`src/rtl/prqs_pkg.sv`:
```
// Shared types and constants for the priority ready queue scheduler.
package prqs_pkg;

    localparam int QUEUE_DEPTH_DEF = 16;

    typedef struct packed {
        logic        arrive;
        logic [15:0] job_id;
        logic [15:0] run_time;
        logic [7:0]  prio_level;
    } tick_t;

    typedef struct packed {
        logic        done_valid;
        logic [15:0] done_id;
        logic        start_valid;
        logic [15:0] start_id;
        logic        cpu_busy;
        logic [4:0]  queued;
        logic        dropped;
    } result_t;

    typedef struct packed {
        logic [15:0] id;
        logic [15:0] run;
        logic [7:0]  prio;
    } entry_t;

    localparam int ENTRY_W = $bits(entry_t);

endpackage

```
`src/rtl/prqs_ram.sv`:
```
// Generic simple dual-port RAM, one write port, one registered read port.
module prqs_ram #(
    parameter int WIDTH = 8,
    parameter int DEPTH = 16,
    localparam int AW = (DEPTH > 1) ? $clog2(DEPTH) : 1
) (
    input  logic             clk,
    input  logic             we,
    input  logic [AW-1:0]    waddr,
    input  logic [WIDTH-1:0] wdata,
    input  logic [AW-1:0]    raddr,
    output logic [WIDTH-1:0] rdata
);

    logic [WIDTH-1:0] mem [DEPTH];

    always_ff @(posedge clk)
    begin
        if (we)
        begin
            mem[waddr] <= wdata;
        end
        rdata <= mem[raddr];
    end

endmodule

```
`src/rtl/priority_ready_queue_scheduler_core.sv`:
```
// Sequence: an accepted tick steps the CPU, an arrival walks past queued entries of larger prio
// value (S_INS_RD, S_INS_CMP), a job may be dispatched (S_DISP, S_POP), then S_OUT strobes the result.
// One tick at a time; busy is high in every state but S_IDLE, through the result strobe cycle.
// Ready queue: circular sorted buffer in one RAM, insertion walks one entry per S_INS_RD/S_INS_CMP pair.
// Results are strobed for one cycle on result_valid; the receiver cannot stall.
// Reset (rst_n low, async) empties the queue and idles the CPU; RAM contents are not cleared.
module priority_ready_queue_scheduler_core
    import prqs_pkg::*;
#(
    parameter int QUEUE_DEPTH = QUEUE_DEPTH_DEF
) (
    input  logic    clk,
    input  logic    rst_n,
    input  logic    start,
    output logic    busy,
    input  tick_t   tick,
    output logic    result_valid,
    output result_t result
);

    localparam int AW = (QUEUE_DEPTH > 1) ? $clog2(QUEUE_DEPTH) : 1;
    localparam int CW = $clog2(QUEUE_DEPTH + 1);

    typedef enum logic [2:0] {
        S_IDLE,
        S_INS_RD,
        S_INS_CMP,
        S_DISP,
        S_POP,
        S_OUT
    } state_t;

    state_t        state_reg;
    logic [CW-1:0] count_reg;
    logic [AW-1:0] head_reg;
    logic [CW-1:0] pos_reg;
    entry_t        new_reg;
    logic          busy_flag_reg;
    logic [15:0]   run_id_reg;
    logic [15:0]   rem_reg;
    logic          done_valid_reg;
    logic [15:0]   done_id_reg;
    logic          start_valid_reg;
    logic [15:0]   start_id_reg;
    logic          dropped_reg;

    logic          ram_we;
    logic [AW-1:0] ram_waddr;
    entry_t        ram_wdata;
    logic [AW-1:0] ram_raddr;
    logic [ENTRY_W-1:0] ram_rdata;
    entry_t        rd_entry;

    logic          accept;
    logic          full;

    function automatic logic [AW-1:0] phys(input logic [AW-1:0] head, input logic [CW-1:0] l);
        logic [AW:0] s;
        s = {1'b0, head} + (AW+1)'(l);
        if (s >= (AW+1)'(QUEUE_DEPTH))
        begin
            s = s - (AW+1)'(QUEUE_DEPTH);
        end
        return s[AW-1:0];
    endfunction

    assign accept   = start && (state_reg == S_IDLE);
    assign full     = (count_reg == CW'(QUEUE_DEPTH));
    assign busy     = (state_reg != S_IDLE);
    assign rd_entry = entry_t'(ram_rdata);

    prqs_ram #(
        .WIDTH (ENTRY_W),
        .DEPTH (QUEUE_DEPTH)
    ) u_ram (
        .clk   (clk),
        .we    (ram_we),
        .waddr (ram_waddr),
        .wdata (ram_wdata),
        .raddr (ram_raddr),
        .rdata (ram_rdata)
    );

    // RAM port control
    always_comb
    begin
        ram_we    = 1'b0;
        ram_waddr = phys(head_reg, pos_reg);
        ram_wdata = new_reg;
        ram_raddr = head_reg;
        unique case (state_reg)
            S_INS_RD:
            begin
                if (pos_reg == '0)
                begin
                    ram_we = 1'b1;
                end
                else
                begin
                    ram_raddr = phys(head_reg, CW'(pos_reg - 1'b1));
                end
            end
            S_INS_CMP:
            begin
                ram_we = 1'b1;
                if (rd_entry.prio > new_reg.prio)
                begin
                    ram_wdata = rd_entry;
                end
            end
            default:
            begin
            end
        endcase
    end

    always_ff @(posedge clk or negedge rst_n)
    begin
        if (!rst_n)
        begin
            state_reg       <= S_IDLE;
            count_reg       <= '0;
            head_reg        <= '0;
            pos_reg         <= '0;
            new_reg         <= '0;
            busy_flag_reg   <= 1'b0;
            run_id_reg      <= '0;
            rem_reg         <= '0;
            done_valid_reg  <= 1'b0;
            done_id_reg     <= '0;
            start_valid_reg <= 1'b0;
            start_id_reg    <= '0;
            dropped_reg     <= 1'b0;
        end
        else
        begin
            unique case (state_reg)
                S_IDLE:
                begin
                    if (accept)
                    begin
                        new_reg.id      <= tick.job_id;
                        new_reg.run     <= (tick.run_time == '0) ? 16'd1 : tick.run_time;
                        new_reg.prio    <= tick.prio_level;
                        pos_reg         <= count_reg;
                        dropped_reg     <= tick.arrive && full;
                        start_valid_reg <= 1'b0;
                        start_id_reg    <= '0;
                        done_valid_reg  <= 1'b0;
                        done_id_reg     <= '0;
                        // CPU step does not depend on the insertion
                        if (busy_flag_reg)
                        begin
                            rem_reg <= rem_reg - 16'd1;
                            if (rem_reg == 16'd1)
                            begin
                                done_valid_reg <= 1'b1;
                                done_id_reg    <= run_id_reg;
                                busy_flag_reg  <= 1'b0;
                            end
                        end
                        state_reg <= (tick.arrive && !full) ? S_INS_RD : S_DISP;
                    end
                end
                S_INS_RD:
                begin
                    if (pos_reg == '0)
                    begin
                        count_reg <= count_reg + 1'b1;
                        state_reg <= S_DISP;
                    end
                    else
                    begin
                        state_reg <= S_INS_CMP;
                    end
                end
                S_INS_CMP:
                begin
                    if (rd_entry.prio > new_reg.prio)
                    begin
                        pos_reg   <= pos_reg - 1'b1;
                        state_reg <= S_INS_RD;
                    end
                    else
                    begin
                        count_reg <= count_reg + 1'b1;
                        state_reg <= S_DISP;
                    end
                end
                S_DISP:
                begin
                    state_reg <= (!busy_flag_reg && count_reg != '0) ? S_POP : S_OUT;
                end
                S_POP:
                begin
                    run_id_reg      <= rd_entry.id;
                    rem_reg         <= rd_entry.run;
                    busy_flag_reg   <= 1'b1;
                    start_valid_reg <= 1'b1;
                    start_id_reg    <= rd_entry.id;
                    head_reg        <= phys(head_reg, CW'(1));
                    count_reg       <= count_reg - 1'b1;
                    state_reg       <= S_OUT;
                end
                S_OUT:
                begin
                    state_reg <= S_IDLE;
                end
                default:
                begin
                    state_reg <= S_IDLE;
                end
            endcase
        end
    end

    assign result_valid       = (state_reg == S_OUT);
    assign result.done_valid  = done_valid_reg;
    assign result.done_id     = done_id_reg;
    assign result.start_valid = start_valid_reg;
    assign result.start_id    = start_id_reg;
    assign result.cpu_busy    = busy_flag_reg;
    assign result.queued      = 5'(count_reg);
    assign result.dropped     = dropped_reg;

    a_count_bound: assert property (@(posedge clk) disable iff (!rst_n)
        count_reg <= CW'(QUEUE_DEPTH))
        else $error("queue count above depth");

    a_start_busy: assert property (@(posedge clk) disable iff (!rst_n)
        result_valid && result.start_valid |-> result.cpu_busy)
        else $error("dispatch without busy CPU");

    a_idle_after_done: assert property (@(posedge clk) disable iff (!rst_n)
        result_valid && result.done_valid && !result.start_valid |-> !result.cpu_busy)
        else $error("CPU busy after completion with no dispatch");

    a_one_strobe: assert property (@(posedge clk) disable iff (!rst_n)
        result_valid |=> !result_valid && !busy)
        else $error("result strobe longer than one cycle");

endmodule
```
`config.mk`:
```
export PLATFORM = sky130hd
export DESIGN_NAME = priority_ready_queue_scheduler_core
export DESIGN_NICKNAME = d
export VERILOG_FILES = /design/src/rtl/prqs_pkg.sv /design/src/rtl/prqs_ram.sv /design/src/rtl/priority_ready_queue_scheduler_core.sv
export SDC_FILE = /design/constraint.sdc
export NUM_CORES = 1
export LEC_CHECK = 0
export BUFFER_PORTS_ARGS = -buffer_cell sky130_fd_sc_hd__buf_2
export CAP_MARGIN = 20
export CORE_UTILIZATION = 62
export DETAILED_ROUTE_END_ITERATION = 7
export GPL_TIMING_DRIVEN = 0
export PLACE_DENSITY = 0.75
export SYNTH_ARGS = -nofsm -noshare
export SYNTH_HDL_FRONTEND = slang
export SYNTH_SLANG_ARGS = --single-unit
```
`constraint.sdc`:
```
create_clock -name clk -period 4.6 [get_ports clk]
set_clock_uncertainty 0.05 [all_clocks]
set_input_delay 0.23 -clock clk [delete_from_list [all_inputs] [get_ports clk]]
set_output_delay 0.23 -clock clk [all_outputs]
set_load 0.1 [all_outputs]
```
==> metrics.md <==
| Metric | Value |
|---|---|
| Synth Area in Simple Gates | 12.5% |
| Area contributors post-synth | edfxtp_1 57%, dfrtp_1 9.2%, nand2_1 4.4% |
| Unrepaired setup endpoints after global routing | false |
| Worst path most repeated cell | ha_1 |
| Warnings, synthesis | 0 |
| Critical path capture point type | register |
| Clock Pin Slew Worst Setup and Hold Paths | 0.06 ns |
| Largest net degree at the start of global routing | 70 |
| Multiplexer area fraction after synthesis | 1.42% |
| CP bufs+invs | 3 |
| Initial antenna violation count | 2 |
| Non-Filler Instances | 3540 |
| Register area share after synthesis | 68.3% |
| GPL Wtd Cong | 0.934 |
| Critical Path RT | 5.13 ns |
| Placed Cells | 3346 |
| Async SR Flop Fraction | 15.5% |
| Rows | 85 |
| Routed Antenna Nets | 0 |
| Largest family of logic cells by synthesized area | compound AO/OA/AOI/OAI gates |
| Global-route usage over all layers | 35.2% |
| Final setup margin | -0.00706 ns |
| Clock Latency Late Sink | 0.64 ns |
| Final nets | 2846 |
| Mapped Nets | 2612 |
| PortBufs | 86 |
| Fin crit share | 100% |
| Cell taking the most area after synthesis | edfxtp_1 |
| Worst hold margin | 0.0955 ns |
| Number of max-cap violations | 0 |
| Worst Path Arrival | 5.13 ns |
| Total gr overflow | 0 |
| Synth Area in XOR/XNOR | 0.827% |
| Yosys cell types | 65 |
| Post-Synthesis Cells | 2543 |
| CP max stage cell | clkbuf_1 |
| Slew Limit Fails | 0 |
| HPWL after DPL | 64100 um |
| Starting DRT DRC Count | 3672 |
| Slew HR | 20.7% |
| Final hold violation count | 0 |
| First-pass GRT wire length | 144000 um |
| Number of remaining DRC errors | 0 |
| CP top delay family | buffers and inverters |
| CTS H-tree depth | 3 |
| Synth top area share | 56.7% |
| Failing checks | setup timing |
| Die Span Y | 236 um |
| Mapped cell area | 33900 sq um |
| # IOs | 87 |
| Die Wd | 236 um |
| Via density | 6.76 |
| Clock root cell | clkbuf_16 |
| Status | finished, violations left |
| Synthesized area per cell | 13.3 sq um |
| Synthesis-stage register bit count | 805 |
| Drt pass-1 iters | 8 |
| CTS Sinks | 805 |
| Wirelength per Cell | 27.6 um |
| Diodes inserted | 0 |
| Number of global-route vias before repair | 23200 |
| Hold Path Class | primary input to asynchronous set/reset pin |
| Share of layout cells above drive strength 1 | 12.5% |
| Achievable Freq | 217 MHz |
| Minimum clock period | 4.61 ns |
| Number of flip-flops in the largest register | 640 |
| Core box area | 53900 sq um |
| Most frequent cells in the layout | 640 x edfxtp_1, 400 x nand2_1, 200 x and3_1 |
| Post-synthesis compound-gate area fraction | 12.9% |
| Initial Util | 62.9% |
| Ys flop type | edfxtp_1 |
| Crit Path Category | register to register |
| Final setup violating endpoints | 1 |
| Post-synth EDFFs | 640 |
| Worst-path cell chain | inv_1 > ha_1 > xor2_1 > ha_1 > xnor2_2 > nand3_2 > nand2_2 > buf_4 > clkbuf_1 > a211oi_1 > o311ai_1 > o31a_1 |
| Num CTS Buffers | 81 |
| Post-Synth Adder-Cell Area | 0.989% |
| Critical-path maximum fanout | 10 |
| Most common cell after layout, fill and taps aside | edfxtp_1 |
| Type of origin of the critical path | register |
| Vias | 23900 |
| CTS tree | built |
| Area delta synth->final | 14.4% |
| Die area | 55600 sq um |
| CP max stage delay | 0.53 ns |
| Final wirelength | 97900 um |
| Worst slew pin tran | 1.17 ns |
| Clock buffer depth | 3 |
-- synthesized netlist by cell type (6+ instances only) --
cell / instances
dfrtp_1: 125
buf_6: 11
o311ai_1: 41
a22o_1: 73
inv_1: 19
a21o_1: 6
a21boi_0: 40
nor4_1: 7
xnor2_1: 21
edfxtp_1: 640
buf_2: 31
ha_1: 22
a21oi_1: 12
o21ai_1: 8
o32ai_1: 40
nand2b_1: 41
a211oi_1: 160
and3_1: 200
nand3_1: 47
dfxtp_1: 40
o21ai_0: 29
xor2_1: 11
o31a_1: 40
clkbuf_1: 159
nor3_1: 7
a311oi_1: 80
nor2_1: 30
buf_1: 17
mux2_2: 42
nand2_1: 401
nand4_1: 84
-- cell families after synthesis --
group | Yosys count
xor gates and xnor gates | 32
muxes | 43
buffers and inverters | 243
and+or+nand+nor | 849
adders and majority gates | 25
AOI/OAI and AO/OA | 546
DFF | 805
-- through the flow --
step,setup TNS [ns],cell area (sq um),util (%),worst slack (ns)
after floorplan,0,33900,-,0.690
after global placement,-547.89,35200,65.3,-1.44
after detailed placement,-12.06,35700,66.3,-0.481
after CTS,0,38800,71.9,0.0765
after global routing,0,38800,71.9,0.00818
final,-0.00706,38800,71.9,-0.00706
-- path summary, 6_finish.rpt --
kind / depth (start not counted) / to / slack (ns) / from
max: 12 / u_ram.rdata[1] / -0.007 / pos_reg[0]
min: 2 / done_valid_reg / 0.1 / rst_n
max reg2reg: 12 / u_ram.rdata[1] / -0.007 / pos_reg[0]
min reg2reg: 2 / rem_reg[9] / 0.41 / u_ram.rdata[17]
max in group asynchronous: 3 / new_reg[24] / 3.63 / rst_n
min in group clk: 4 / new_reg[24] / 0.30 / tick[24]
-- final cells by class --
cell class / count / area, sq um
Buffer: 223 / 988
Tap cell: 696 / 871
Inverter: 20 / 75.1
Timing Repair Buffer: 151 / 1290
Multi-Input combinational cell: 1495 / 9850
Sequential cell: 805 / 23100
Clock buffer: 106 / 2240
Fill cell: 3455 / 15100
Clock inverter: 44 / 320
-- what timing repair did --
item / in CTS / in global routing
pin swaps: 0 / 0
gates resized for setup: 5 / 9
endpoints found under the setup margin: 100 / 26
cloned: 0 / 0
hold buffers: 43 / 0
hold endpoints to repair: 107 / 0
buffers inserted: 0 / 0
-- metal layers --
| layer | vias up | wire, um | GRT usage, % |
|---|---|---|---|
| met5 | - | 24 | 0 |
| li1 | 10300 | - | - |
| met1 | 11800 | 37500 | 47.8 |
| met3 | 277 | 11200 | 8.65 |
| met2 | 1482 | 44600 | 54.2 |
| met4 | 4 | 4620 | 15.9 |
Power is not shown: default switching activity piles up to over one toggle a cycle in this logic, so the estimate is an artifact.
